`src/bdpc_pkg.sv`:
```
package bdpc_pkg;

    // APB data and address widths
    localparam int DATA_W = 32;
    localparam int ADDR_W = 4;

    // width of each configuration register
    localparam int CFG_W = 16;

    // register indexes (byte address is 4 * index)
    typedef enum logic [1:0] {
        REG_DEBOUNCE = 2'd0,
        REG_SHORT    = 2'd1,
        REG_HOLD     = 2'd2,
        REG_NONE     = 2'd3
    } t_reg_idx;

    // reset values of the registers
    localparam logic [CFG_W-1:0] DEBOUNCE_RST = 16'd15;
    localparam logic [CFG_W-1:0] SHORT_RST    = 16'd1000;
    localparam logic [CFG_W-1:0] HOLD_RST     = 16'd3000;

    // events reported with one result beat
    typedef struct packed {
        logic pressed;
        logic released;
        logic short_press;
        logic hold;
    } t_events;

endpackage

```
`src/button_debounce_press_classifier.sv`:
```
// Channel   | valid    | stall    | payload
// ----------+----------+----------+---------------------------------------------
// in        | i_valid  | o_stall  | i_pin_level
// out       | o_valid  | i_stall  | o_level_out, o_pressed_event, o_released_event,
//           |          |          | o_short_press_event, o_hold_event
// config    | APB      | pready=1 | psel, penable, pwrite, paddr, pwdata, prdata
//
// One sample per clock while neither stage is stalled; a beat passes from input to output
// through the input register, then the result register.
// The tick state updates once, when a sample leaves the input register.
// i_rst_n is synchronous, active low; it empties both stages and restores the
// register defaults. A stalled output holds its beat; the input register keeps
// taking beats while the result register is free or being drained.
module button_debounce_press_classifier #(
    parameter int TICK_COUNTER_BITS = 16
) (
    input  logic                           i_clk,
    input  logic                           i_rst_n,
    // input channel
    input  logic                           i_valid,
    output logic                           o_stall,
    input  logic                           i_pin_level,
    // output channel
    output logic                           o_valid,
    input  logic                           i_stall,
    output logic                           o_level_out,
    output logic                           o_pressed_event,
    output logic                           o_released_event,
    output logic                           o_short_press_event,
    output logic                           o_hold_event,
    // configuration port
    input  logic                           psel,
    input  logic                           penable,
    input  logic                           pwrite,
    input  logic [bdpc_pkg::ADDR_W-1:0]    paddr,
    input  logic [bdpc_pkg::DATA_W-1:0]    pwdata,
    output logic [bdpc_pkg::DATA_W-1:0]    prdata,
    output logic                           pready
);
    import bdpc_pkg::*;

    localparam int TW = TICK_COUNTER_BITS;
    // compare width covers both counters and registers
    localparam int CW = (TW > CFG_W) ? TW : CFG_W;
    localparam logic [TW-1:0] TICK_MAX = {TW{1'b1}};

    // configuration registers
    logic [CFG_W-1:0] r_debounce;
    logic [CFG_W-1:0] r_short;
    logic [CFG_W-1:0] r_hold;

    // tick state
    logic          r_filt;
    logic          r_active;
    logic [TW-1:0] r_db_cnt;
    logic          r_stable;
    logic [TW-1:0] r_press_cnt;
    logic          r_armed;

    // input register
    logic r_in_vld;
    logic r_in_pin;

    // result register
    logic    r_out_vld;
    logic    r_out_level;
    t_events r_out_ev;

    logic          n_filt;
    logic          n_active;
    logic [TW-1:0] n_db_cnt;
    logic          n_stable;
    logic [TW-1:0] n_press_cnt;
    logic          n_armed;
    t_events       n_ev;

    logic     w_advance;
    logic     w_cfg_wr;
    t_reg_idx w_idx;
    logic     w_settle;
    logic     w_change;

    assign w_idx    = t_reg_idx'(paddr[3:2]);
    assign w_cfg_wr = psel && penable && pwrite;
    assign pready   = 1'b1;

    // read back the registers
    always_comb begin
        unique case (w_idx)
            REG_DEBOUNCE: prdata = DATA_W'(r_debounce);
            REG_SHORT:    prdata = DATA_W'(r_short);
            REG_HOLD:     prdata = DATA_W'(r_hold);
            default:      prdata = '0;
        endcase
    end

    // write the registers
    always_ff @(posedge i_clk) begin
        if (!i_rst_n) begin
            r_debounce <= DEBOUNCE_RST;
            r_short    <= SHORT_RST;
            r_hold     <= HOLD_RST;
        end else if (w_cfg_wr) begin
            unique case (w_idx)
                REG_DEBOUNCE: r_debounce <= pwdata[CFG_W-1:0];
                REG_SHORT:    r_short    <= pwdata[CFG_W-1:0];
                REG_HOLD:     r_hold     <= pwdata[CFG_W-1:0];
                default:      ;
            endcase
        end
    end

    // move a beat when the result register is free or draining
    assign w_advance = r_in_vld && (!r_out_vld || !i_stall);
    assign o_stall   = r_in_vld && !w_advance;

    // debounce, then classify the stable edge
    always_comb begin
        n_filt   = r_filt;
        n_active = r_active;
        n_db_cnt = r_db_cnt;
        n_stable = r_stable;
        n_armed  = r_armed;
        n_ev     = '0;

        // restart the count on any raw change
        if (r_in_pin != r_filt) begin
            n_filt   = r_in_pin;
            n_active = 1'b1;
            n_db_cnt = '0;
        end else if (r_active) begin
            n_db_cnt = (r_db_cnt == TICK_MAX) ? r_db_cnt : r_db_cnt + 1'b1;
        end

        // settle the level once it has held long enough
        w_settle = n_active && (CW'(n_db_cnt) >= CW'(r_debounce));
        if (w_settle) begin
            n_stable = n_filt;
            n_active = 1'b0;
        end
        w_change = w_settle && (n_filt != r_stable);

        n_press_cnt = (r_press_cnt == TICK_MAX) ? r_press_cnt : r_press_cnt + 1'b1;

        // report press or release on a stable edge
        if (w_change) begin
            if (!n_filt) begin
                n_ev.pressed = 1'b1;
                n_press_cnt  = '0;
                n_armed      = 1'b1;
            end else begin
                n_ev.short_press = (CW'(n_press_cnt) <= CW'(r_short));
                n_ev.released    = 1'b1;
                n_armed          = 1'b0;
            end
        end

        // fire the hold once
        if (n_armed && (CW'(n_press_cnt) >= CW'(r_hold))) begin
            n_ev.hold = 1'b1;
            n_armed   = 1'b0;
        end
    end

    // hold the tick state and pipeline control
    always_ff @(posedge i_clk) begin
        if (!i_rst_n) begin
            r_filt      <= 1'b1;
            r_active    <= 1'b0;
            r_db_cnt    <= '0;
            r_stable    <= 1'b1;
            r_press_cnt <= '0;
            r_armed     <= 1'b0;
            r_in_vld    <= 1'b0;
            r_out_vld   <= 1'b0;
        end else begin
            if (w_advance) begin
                r_filt      <= n_filt;
                r_active    <= n_active;
                r_db_cnt    <= n_db_cnt;
                r_stable    <= n_stable;
                r_press_cnt <= n_press_cnt;
                r_armed     <= n_armed;
            end
            if (i_valid && !o_stall) begin
                r_in_vld <= 1'b1;
            end else if (w_advance) begin
                r_in_vld <= 1'b0;
            end
            if (w_advance) begin
                r_out_vld <= 1'b1;
            end else if (!i_stall) begin
                r_out_vld <= 1'b0;
            end
        end
    end

    // payload registers
    always_ff @(posedge i_clk) begin
        if (i_valid && !o_stall) begin
            r_in_pin <= i_pin_level;
        end
        if (w_advance) begin
            r_out_level <= n_stable;
            r_out_ev    <= n_ev;
        end
    end

    assign o_valid             = r_out_vld;
    assign o_level_out         = r_out_level;
    assign o_pressed_event     = r_out_ev.pressed;
    assign o_released_event    = r_out_ev.released;
    assign o_short_press_event = r_out_ev.short_press;
    assign o_hold_event        = r_out_ev.hold;

    // press and release never share a beat
    a_press_xor_release: assert property (@(posedge i_clk) disable iff (!i_rst_n)
        o_valid |-> !(o_pressed_event && o_released_event))
        else $error("press and release in one beat");

    // short press only comes with a release
    a_short_on_release: assert property (@(posedge i_clk) disable iff (!i_rst_n)
        (o_valid && o_short_press_event) |-> o_released_event)
        else $error("short press without release");

    // events agree with the stable level
    a_event_level: assert property (@(posedge i_clk) disable iff (!i_rst_n)
        (o_valid && (o_pressed_event || o_hold_event)) |-> !o_level_out)
        else $error("press or hold while level is released");

    // a moved beat shows up in the result register
    a_advance_out: assert property (@(posedge i_clk) disable iff (!i_rst_n)
        w_advance |=> r_out_vld)
        else $error("advanced beat lost");

endmodule

```
`config.mk`:
```
export PLATFORM = sky130hd
export DESIGN_NAME = button_debounce_press_classifier
export DESIGN_NICKNAME = d
export VERILOG_FILES = /design/src/bdpc_pkg.sv /design/src/button_debounce_press_classifier.sv
export SDC_FILE = /design/constraint.sdc
export NUM_CORES = 1
export LEC_CHECK = 0
export BUFFER_PORTS_ARGS = -buffer_cell sky130_fd_sc_hd__clkbuf_2
export CORE_ASPECT_RATIO = 1.25
export CORE_MARGIN = 3
export CORE_UTILIZATION = 58
export CTS_CLUSTER_DIAMETER = 80
export DETAILED_ROUTE_END_ITERATION = 8
export GPL_ROUTABILITY_DRIVEN = 0
export HOLD_SLACK_MARGIN = 0.1
export MAX_ROUTING_LAYER = met4
export PLACE_DENSITY = 0.82
export REMOVE_ABC_BUFFERS = 1
export SETUP_SLACK_MARGIN = 0.15
export SLEW_MARGIN = 25
export SYNTH_ARGS = -nofsm -noshare
export SYNTH_HDL_FRONTEND = slang
export SYNTH_SLANG_ARGS = --single-unit
```
`constraint.sdc`:
```
create_clock -name i_clk -period 5.8 [get_ports i_clk]
set_input_delay 0.29 -clock i_clk [delete_from_list [all_inputs] [get_ports i_clk]]
set_output_delay 0.29 -clock i_clk [all_outputs]
set_load 0.01 [all_outputs]
```
==> out/metrics.yaml, run 1 <==
cts:
  postCtsHoldBufs: 0
  clock-sinks: 92
  cts_max_level: 3
  cts_tree: "yes"
  cts_root_buf: "clkbuf_16"
  cts_buffers: 9
  clkTransAtPathRegs_ps: 70
  insertion_delay_ps: 350
  clockBufferDepth: 2
timing:
  rsz0062_at_grt: "false"
  period_minus_slack_ps: 5380
  slew_headroom_pct: 44.4
  max_freq_mhz: 186
  min_period_over_period_pct: 92.7
  hold_violations: 0
  worst_pin_slew_ps: 834
  tns_ps: 0
  finalSetupViolCount: 0
  slew_viol_final: 0
  clock_skew_ps: 7.70
global_routing:
  grt.met1_usage_pct: 33.0
  grt_max_degree: 47
  grt_antenna_before_repair: 0
  grt-busiest-layer: "met2"
  grt_pass1_wl_um: 25400
  overflow: 0
  met2_usage_pct: 49.2
  met3_usage_pct: 4.96
  grt_pass1_vias: 5479
  grt.total_usage_pct: 28.7
critical_path:
  crit_buf_inv: 1
  endpoint_kind: "flip-flop"
  path_class: "reg -> reg"
  cp-start-kind: "flip-flop"
  cp_slowest_cell: "or4_1"
  reg2reg_to: "o_hold_event"
  cp_slowest_stage_delay_ps: 500
  reg2reg_slack_ps: 420
  worst_ep_required_time_ps: 5900
  crit_fanout: 7
  crit_chain: "nand4_1 -> nor4_4 -> nand3_1 -> nor2_1 -> xnor2_1 -> a21oi_1 -> ha_1 -> a21oi_1 -> a21boi_1 -> or4_1 -> a41o_2 -> nand4_4 -> and2_1 -> ha_1 -> a22o_1 -> o41ai_4 -> a21oi_2 -> a2111oi_4 -> buf_4 -> o21a_1 -> a21oi_1"
  crit_arrival_ps: 5480
  r2r_cells: 21
  cp_top_family: "simple AND/OR/NAND/NOR gates"
  crit_path_frequent_cell: "a21oi_1"
  timing.rr.start: "r_db_cnt[7]"
place:
  dp_hpwl_um: 11300
  port_buffers: 48
final_layout:
  nNetsFinal: 922
  drive_above_1_share_pct: 11.8
  insertedDiodeCount: 0
  area_delta_synth_final_pct: 12.0
  post-route-util_pct: 67.8
logic_synthesis:
  syn_area_mm2: 0.00590
  synth_edf_count: 6
  ys_warn_count: 0
  ys_types: 54
  synth_cells: 792
  synthFlopType: "dfxtp_1"
  syn_avg_cell_area_um2: 7.45
  synth-seq-cells: 92
  async_flop_share_pct: 0
  ys_seq_area_share_pct: 32.2
floorplan:
  core_mm2: 0.00976
  ios: 84
  die_w_um: 96.2
  dieArea_mm2: 0.0114
  rows: 40
  initial_core_util_pct: 60.5
  die_h_um: 119
detailed_routing:
  dr.pass1.iters: 5
  wl_per_cell_um: 16.1
  drt-total-wl_um: 15400
  first_iter_violations: 415
  viasPerCell: 5.89
  vias: 5635
  ant_nets: 0
  drc_errors: 0
min_path:
  whs_endpoint: "r_in_pin"
  holdPathStages: 1
  worstHoldStart: "i_pin_level"
  hp-class: "in -> reg"
power:
  p_leak_nw: 2.91
  p_total_mw: 1.45
  peakVddDrop_v: 0.000180
  powerDensity_mw_per_mm2: 219
status:
  status: "finished clean"
run:
  maxCapViolCount: 0
[worst reg2reg max path, delay by kind of cell, from the launching register on]
| family | cells | cell delay [ps] |
|---|---|---|
| and+or+nand+nor | 7 | 2000 |
| adders and majority gates | 2 | 560 |
| AOI/OAI and AO/OA | 10 | 1870 |
| xor gates and xnor gates | 1 | 150 |
| buffers and inverters | 1 | 170 |
| DFF | 1 | 380 |
[per-layer routing]
metal	wire (um)	share of wire, %
met1	6320	41
met2	7910	51
met3	686	4.5
met4	497	3.2
met5	0	0
[synthesized netlist by cell type, drive strengths merged, types with 6 or more instances]
master | instances | area [um2]
nand2 | 154 | 578
dfxtp | 86 | 1720
a21oi | 69 | 345
inv | 68 | 255
ha | 52 | 651
nor2 | 46 | 173
o21ai | 44 | 220
nand3 | 41 | 205
clkbuf | 30 | 113
buf | 24 | 160
o211ai | 19 | 143
mux2i | 17 | 170
nor3 | 16 | 80.1
nand4 | 15 | 100
xnor2 | 14 | 123
xor2 | 11 | 96.3
a21o | 9 | 67.6
a31oi | 9 | 56.3
and3 | 9 | 56.3
edfxtp | 6 | 180
[where the power goes]
| part | internal (mW) | total, mW | switching [mW] |
|---|---|---|---|
| combinational | 0.0465 | 0.145 | 0.0988 |
| sequential | 0.649 | 0.659 | 0.00954 |
| clock | 0.396 | 0.641 | 0.245 |
| total | 1.09 | 1.45 | 0.354 |
[cell usage in the layout, fill, tap and decap left out, drive strengths merged, types with 5 or more instances in the layout]
cell	count
mux2i	17
nor3	16
conb	17
o21a	5
a31oi	9
nand2	154
xor2	11
nand4	15
edfxtp	6
o211ai	19
inv	68
a21o	9
ha	52
and2	5
a21oi	69
dfxtp	86
o21ai	44
xnor2	14
clkbuf	62
buf	14
nand3	41
and3	9
nor2	46
[worst max path at each step]
stage | depth (start not counted) | end | start
floorplan | 23 | o_hold_event | r_db_cnt[6]
global route | 21 | o_hold_event | r_db_cnt[7]
detailed placement | 21 | o_hold_event | r_db_cnt[6]
global placement | 21 | o_hold_event | r_db_cnt[6]
finish | 21 | o_hold_event | r_db_cnt[7]
CTS | 24 | o_hold_event | r_db_cnt[6]
[state kept, by name, summed over array words and instances (netlist names), 16 cells and up]
name,count
r_db_cnt,16
r_debounce,16
r_hold,16
r_press_cnt,16
r_short,16
[metrics by stage]
step / std cells / area, um2 / setup WS [ps] / hold slack [ps]
floorplan: 753 / 5690 / 694 / 362
global placement: 940 / 6190 / 55.4 / 459
detailed placement: 940 / 6190 / -109 / 467
CTS: 956 / 6550 / 267 / 117
global route: 957 / 6610 / 156 / 122
finish: 957 / 6610 / 421 / 126
[cell type report]
type	instances	area (um2)
clock inverters	2	37.5
flip-flops and latches	92	1910
well taps	126	158
repair buffers	62	345
multi-input cells	593	3610
inverters	68	255
clock buffers	14	295
fillers	835	3150
[logic make-up after synthesis]
| family | share of synthesized area (%) |
|---|---|
| xor gates and xnor gates | 3.71 |
| and+or+nand+nor | 23.4 |
| adders and majority gates | 11.0 |
| muxes | 2.88 |
| buffers and inverters | 8.94 |
| AOI/OAI and AO/OA | 17.7 |
| other | 0.127 |
| DFF | 32.2 |
[what timing repair did]
item / in CTS / in global routing
resized for setup: 4 / 13
setup endpoints to repair: 2 / 2
pin swaps: 0 / 2
buffers inserted: 0 / 1
No activity file was read; power rests on OpenSTA's default activity.
==> inputs of run 2 (changes only) <==
==> constraint.sdc (replaced) <==
create_clock -name i_clk -period 5.8 [get_ports i_clk]
set_input_delay 0.58 -clock i_clk [delete_from_list [all_inputs] [get_ports i_clk]]
set_output_delay 0.58 -clock i_clk [all_outputs]
set_load 0.01 [all_outputs]
==> run 2 against run 1 <==
Compared with the run above: sequential power is essentially flat; largest power group unchanged; largest cell class unchanged; sequential cell count did not move; cell count down 0.21%.
==> out/metrics.yaml, run 2 (synthesis gave the netlist of run 1 again) <==
final_layout:
  nNetsFinal: 920  # was 922
  area_delta_synth_final_pct: 10.8  # was 12.0%
  final_cell_mix: "nand2_1, dfxtp_1, a21oi_1"  # unchanged
  insertedDiodeCount: 0  # unchanged
  drive_above_1_share_pct: 11.1  # was 11.8%
  final_common_cell: "nand2_1"  # unchanged
  stdcell_count: 955  # was 957
timing:
  slew_viol_final: 0  # unchanged
  hold_violations: 0  # unchanged
  setup_ws_ps: 443  # was 421 ps
  tns_ps: 0  # unchanged
  rsz0062_at_grt: "false"  # unchanged
  finalSetupViolCount: 0  # unchanged
  max_freq_mhz: 187  # was 186 MHz
  clock_skew_ps: 10.2  # was 7.70 ps
  min_period_over_period_pct: 92.4  # was 92.7%
  period_minus_slack_ps: 5360  # was 5380 ps
  worst_pin_slew_ps: 876  # was 834 ps
  slew_headroom_pct: 41.6  # was 44.4%
cts:
  postCtsHoldBufs: 0  # unchanged
  clockBufferDepth: 2  # unchanged
  cts_root_buf: "clkbuf_16"  # unchanged
  cts_max_level: 3  # unchanged
  cts_tree: "yes"  # unchanged
  clkTransAtPathRegs_ps: 70  # about the same
  insertion_delay_ps: 340  # was 350 ps
  cts_buffers: 9  # unchanged
  clock-sinks: 92  # unchanged
power:
  powerDensity_mw_per_mm2: 218  # was 219 mW/mm2
  p_leak_nw: 2.88  # was 2.91 nW
  p_total_mw: 1.43  # was 1.45 mW
  peakVddDrop_v: 0.000168  # was 0.000180 V
critical_path:
  crit_chain: "and4_1 -> nand3_1 -> or4_4 -> or2_1 -> xor2_1 -> and2_4 -> nor2_1 -> ha_1 -> nand4_1 -> nor3_1 -> or4_1 -> a41o_1 -> nand4_4 -> and2_1 -> ha_1 -> a22o_1 -> o41ai_2 -> a21oi_1 -> a2111oi_2 -> buf_4 -> o21a_1 -> a21oi_1"  # was nand4_1 -> nor4_4 -> nand3_1 -> nor2_1 -> xnor2_1 -> a21oi_1 -> ha_1 -> a21oi_1 -> a21boi_1 -> or4_1 -> a41o_2 -> nand4_4 -> and2_1 -> ha_1 -> a22o_1 -> o41ai_4 -> a21oi_2 -> a2111oi_4 -> buf_4 -> o21a_1 -> a21oi_1
  worst_ep_required_time_ps: 5890  # was 5900 ps
  cp-start-kind: "flip-flop"  # unchanged
  cp_slowest_cell: "or4_4"  # was or4_1
  endpoint_kind: "flip-flop"  # unchanged
  crit_fanout: 8  # was 7
  cp_slowest_stage_delay_ps: 530  # was 500 ps
  crit_arrival_ps: 5450  # was 5480 ps
  path_class: "reg -> reg"  # unchanged
global_routing:
  grt_antenna_before_repair: 0  # unchanged
  grt.total_usage_pct: 27.9  # was 28.7%
  grt_pass1_vias: 5311  # was 5,479
  grt_pass1_wl_um: 24700  # was 25,400 um
  overflow: 0  # unchanged
  grt_max_degree: 47  # unchanged
floorplan:
  dieArea_mm2: 0.0114  # unchanged
  rows: 40  # unchanged
  ios: 84  # unchanged
  initial_core_util_pct: 60.5  # unchanged
  die_w_um: 96.2  # unchanged
  core_mm2: 0.00976  # unchanged
  die_h_um: 119  # unchanged
place:
  dp_hpwl_um: 11200  # was 11,300 um
  pre_cts_slack_ps: 15.5  # was -109 ps
  port_buffers: 48  # unchanged
  dp.cells: 939  # was 940
detailed_routing:
  ant_nets: 0  # unchanged
  drc_errors: 0  # unchanged
  vias: 5599  # was 5,635
  first_iter_violations: 434  # was 415
  viasPerCell: 5.86  # was 5.89
  drt-total-wl_um: 15500  # was 15,400 um
  dr.pass1.iters: 5  # unchanged
  wl_per_cell_um: 16.2  # was 16.1 um
status:
  status: "finished clean"  # unchanged
min_path:
  hp-class: "in -> reg"  # unchanged
run:
  maxCapViolCount: 0  # unchanged
-- run 2: layout make-up --
type / instances / area (um2)
fillers: 826 / 3220
repair buffers: 60 / 330
well taps: 126 / 158
multi-input cells: 593 / 3580
clock inverters: 5 / 77.6
flip-flops and latches: 92 / 1910
clock buffers: 11 / 233
inverters: 68 / 255
-- run 2: power breakdown --
part           internal, mW  switching, mW  total, mW
clock                 0.376          0.242      0.619
combinational        0.0468          0.101      0.147
sequential            0.650        0.00955      0.659
-- run 2: worst paths after layout --
check | end | from | slack, ps | cells after the start
worst max-delay path | o_hold_event | r_db_cnt[6] | 440 | 22
worst min register to register | r_short[12] | r_short[12] | 470 | 2
worst max register to register | o_hold_event | r_db_cnt[6] | 440 | 22
worst min-delay path | r_in_pin | i_pin_level | 410 | 1
-- run 2: metrics by stage --
step                      instance area, um2  util [%]  hold WS (ps)
final                                   6540      67.0           412
after global routing                    6540      67.0           399
after CTS                               6510      66.7           406
after detailed placement                6180      63.4           464
after global placement                  6180      63.4           458
after floorplan                         5690         -           449
-- run 2: layer usage --
layer / wire length, um / GRT usage [%] / vias to the layer above
met5: 0 / - / -
met4: 395 / 9.88 / 0
met3: 706 / 3.95 / 29
met2: 8000 / 47.6 / 186
met1: 6360 / 32.7 / 2637
li1: - / - / 2747
-- run 2: what timing repair did --
action	in CTS	in global routing
gates resized for setup	3	9
setup buffers	0	0
pin swaps	0	2
endpoints found under the setup margin	2	2
-- run 2: critical path: cells and delay by family, from the launching register on --
family / cells / cell delay [ps]
fa+ha+maj: 2 / 550
compound gates: 7 / 1480
simple gates: 11 / 2360
flops: 1 / 400
xor+xnor: 1 / 140
buf+inv: 1 / 180
==> inputs of run 3 (changes only) <==
--- a/config.mk
+++ b/config.mk
@@ -14,7 +14,7 @@
 export GPL_ROUTABILITY_DRIVEN = 0
 export HOLD_SLACK_MARGIN = 0.1
 export MAX_ROUTING_LAYER = met4
-export PLACE_DENSITY = 0.82
+export PLACE_DENSITY = 0.81
 export REMOVE_ABC_BUFFERS = 1
 export SETUP_SLACK_MARGIN = 0.15
 export SLEW_MARGIN = 25
==> run 3 against run 2 <==
Compared with the run above: hold slack gained 5.0 ps; register-to-register slack got worse by 160 ps; sequential power is essentially flat; utilization increased by 0.87 points; sequential share of layout area shrank 0.26 points; setup slack got worse by 160 ps; critical path depth rose by 2; power decreased by 2.3%; clock power is 5.7% lower; cell count up 0.84%; largest cell class unchanged.
==> out/metrics.yaml, run 3 (synthesis gave the netlist of run 1 again) <==
status:
  status: "finished clean"  # unchanged
critical_path:
  r2r_cells: 24  # was 22
  worst_ep_required_time_ps: 5890  # about the same
  reg2reg_slack_ps: 290  # was 440 ps
  crit_path_end: "o_hold_event"  # unchanged
  worstSetupStartpoint: "r_db_cnt[5]"  # was r_db_cnt[6]
  reg2reg_to: "o_hold_event"  # unchanged
  path_class: "reg -> reg"  # unchanged
  endpoint_kind: "flip-flop"  # unchanged
  crit_arrival_ps: 5610  # was 5450 ps
  cp-start-kind: "flip-flop"  # unchanged
  crit_fanout: 6  # was 8
  timing.rr.start: "r_db_cnt[5]"  # was r_db_cnt[6]
final_layout:
  multiInputGateArea_mm2: 0.00362  # was 0.00358 mm2
  drive_above_1_share_pct: 12.2  # was 11.1%
  seq_area_mm2: 0.00192  # was 0.00191 mm2
  insertedDiodeCount: 0  # unchanged
  fill_cells: 796  # was 826
  area_delta_synth_final_pct: 12.3  # was 10.8%
  stdcell_count: 963  # was 955
  final_cell_mix: "nand2_1, dfxtp_1, a21oi_1, inv_1, ha_1"  # was nand2_1, dfxtp_1, a21oi_1
  final_common_cell: "nand2_1"  # unchanged
  nNetsFinal: 928  # was 920
detailed_routing:
  drc_errors: 0  # unchanged
  vias: 5620  # was 5,599
  dr.pass1.iters: 5  # unchanged
  first_iter_violations: 368  # was 434
  drt-total-wl_um: 15700  # was 15,500 um
  viasPerCell: 5.84  # was 5.86
  ant_nets: 0  # unchanged
  wl_per_cell_um: 16.3  # was 16.2 um
floorplan:
  dieArea_mm2: 0.0114  # unchanged
  die_h_um: 119  # unchanged
  die_w_um: 96.2  # unchanged
  ios: 84  # unchanged
  rows: 40  # unchanged
  core_mm2: 0.00976  # unchanged
  initial_core_util_pct: 60.5  # unchanged
timing:
  rsz0062_at_grt: "false"  # unchanged
  clock_skew_ps: 10.1  # was 10.2 ps
  slew_headroom_pct: 45.6  # was 41.6%
  max_freq_mhz: 181  # was 187 MHz
  worst_pin_slew_ps: 816  # was 876 ps
  min_period_over_period_pct: 95.1  # was 92.4%
  period_minus_slack_ps: 5510  # was 5360 ps
  slew_viol_final: 0  # unchanged
  hold_violations: 0  # unchanged
  finalSetupViolCount: 0  # unchanged
  tns_ps: 0  # unchanged
  whs_ps: 417  # was 412 ps
global_routing:
  grt.met1_usage_pct: 32.5  # was 32.7%
  grt_pass1_wl_um: 25100  # was 24,700 um
  overflow: 0  # unchanged
  grt_pass1_vias: 5414  # was 5,311
  met2_usage_pct: 46.7  # was 47.6%
  grt_antenna_before_repair: 0  # unchanged
  grt.total_usage_pct: 28.2  # was 27.9%
  met3_usage_pct: 5.41  # was 3.95%
  grt-busiest-layer: "met2"  # unchanged
  grt_max_degree: 47  # unchanged
cts:
  clock-sinks: 92  # unchanged
  cts_tree: "yes"  # unchanged
  cts_buffers: 9  # unchanged
  postCtsHoldBufs: 0  # unchanged
  cts_max_level: 3  # unchanged
  insertion_delay_ps: 340  # about the same
  clkTransAtPathRegs_ps: 60  # was 70 ps
  clockBufferDepth: 2  # unchanged
  cts_root_buf: "clkbuf_16"  # unchanged
power:
  peakVddDrop_v: 0.000167  # was 0.000168 V
  p_leak_nw: 2.92  # was 2.88 nW
  sequentialPowerShare_pct: 47.2  # was 46.2%
  switching_share_pct: 25.1  # was 24.7%
  p_total_mw: 1.39  # was 1.43 mW
  p_int_mw: 1.04  # was 1.07 mW
  powerDensity_mw_per_mm2: 210  # was 218 mW/mm2
  p_sw_mw: 0.350  # was 0.353 mW
  clkPwrFrac_pct: 41.9  # was 43.4%
  power_frac_comb_pct: 10.8  # was 10.3%
place:
  dp.cells: 940  # was 939
  port_buffers: 48  # unchanged
  dp_hpwl_um: 11200  # about the same
min_path:
  holdPathStages: 1  # unchanged
  hp-class: "in -> reg"  # unchanged
run:
  maxCapViolCount: 0  # unchanged
[run 3: cell count changes in the layout (fill, tap and decap cells not counted), sizes merged]
cell / before / now
buf: 12 / 20
clkbuf: 59 / 62
bufinv: 2 / 1
clkinv: 2 / 1
clkinvlp: 1 / 0
[run 3: stage by stage]
stage | utilization (%) | instance area [um2] | setup slack (ps)
finish | 67.9 | 6630 | 285
global placement | 63.4 | 6190 | 52.4
global route | 67.9 | 6630 | 83.6
detailed placement | 63.4 | 6190 | -189
CTS | 66.6 | 6500 | 194
floorplan | - | 5690 | 694
[run 3: power by group through the flow]
stage          sequential (mW)  combinational (mW)  clock (mW)
2_1_floorplan            0.671              0.0802           0
3_3_place_gp             0.672               0.138           0
3_5_place_dp             0.673               0.143           0
4_1_cts                  0.659               0.146       0.589
5_1_grt                  0.659               0.164       0.619
6_report                 0.658               0.151       0.584
[run 3: how the worst min path moves through the flow]
stage | startpoint | endpoint | slack (ps)
3_3_place_gp | r_debounce[10] | r_debounce[10] | 460
2_1_floorplan | r_debounce[10] | r_debounce[10] | 450
5_1_grt | i_pin_level | r_in_pin | 410
4_1_cts | i_pin_level | r_in_pin | 410
6_report | i_pin_level | r_in_pin | 420
3_5_place_dp | r_debounce[8] | r_debounce[8] | 470
[run 3: layout make-up]
type                    count  area share (%)
multi-input cells         593            54.6
flip-flops and latches     92            28.9
repair buffers             68            5.89
inverters                  68            3.85
clock buffers              14            3.83
well taps                 126            2.38
clock inverters             2           0.529
[run 3: routing by layer]
layer  part of all wire (%)  up-vias  wire length, um
li1                       -     2772                -
met5                      0        -                0
met3                    4.6       55              725
met2                     51      175             8020
met4                    3.7        0              574
met1                     40     2618             6340
[run 3: critical path, stage by stage, from the launching register on]
cell       delay, ps
dfxtp_1          370
and4_1           230
nand3_1           90
or4_4            530
or2_1            250
xor2_1           140
and2_4           160
nor2_1            40
ha_1             340
nand4_1          160
nor3_1            80
or4_1            480
a41o_1           280
nand4_4          170
inv_2             60
nor2_2           130
ha_1             250
o211ai_1         270
a21oi_2           90
o41ai_4          300
a21oi_2          100
a2111oi_2        420
buf_4            190
o21a_1           100
a21oi_1           40
[run 3: repair_timing]
| item | CTS | global route |
|---|---|---|
| buffers inserted | 0 | 7 |
| gates resized for setup | 4 | 20 |
| cloned | 0 | 0 |
| setup endpoints to repair | 2 | 2 |
| pin swaps | 0 | 8 |
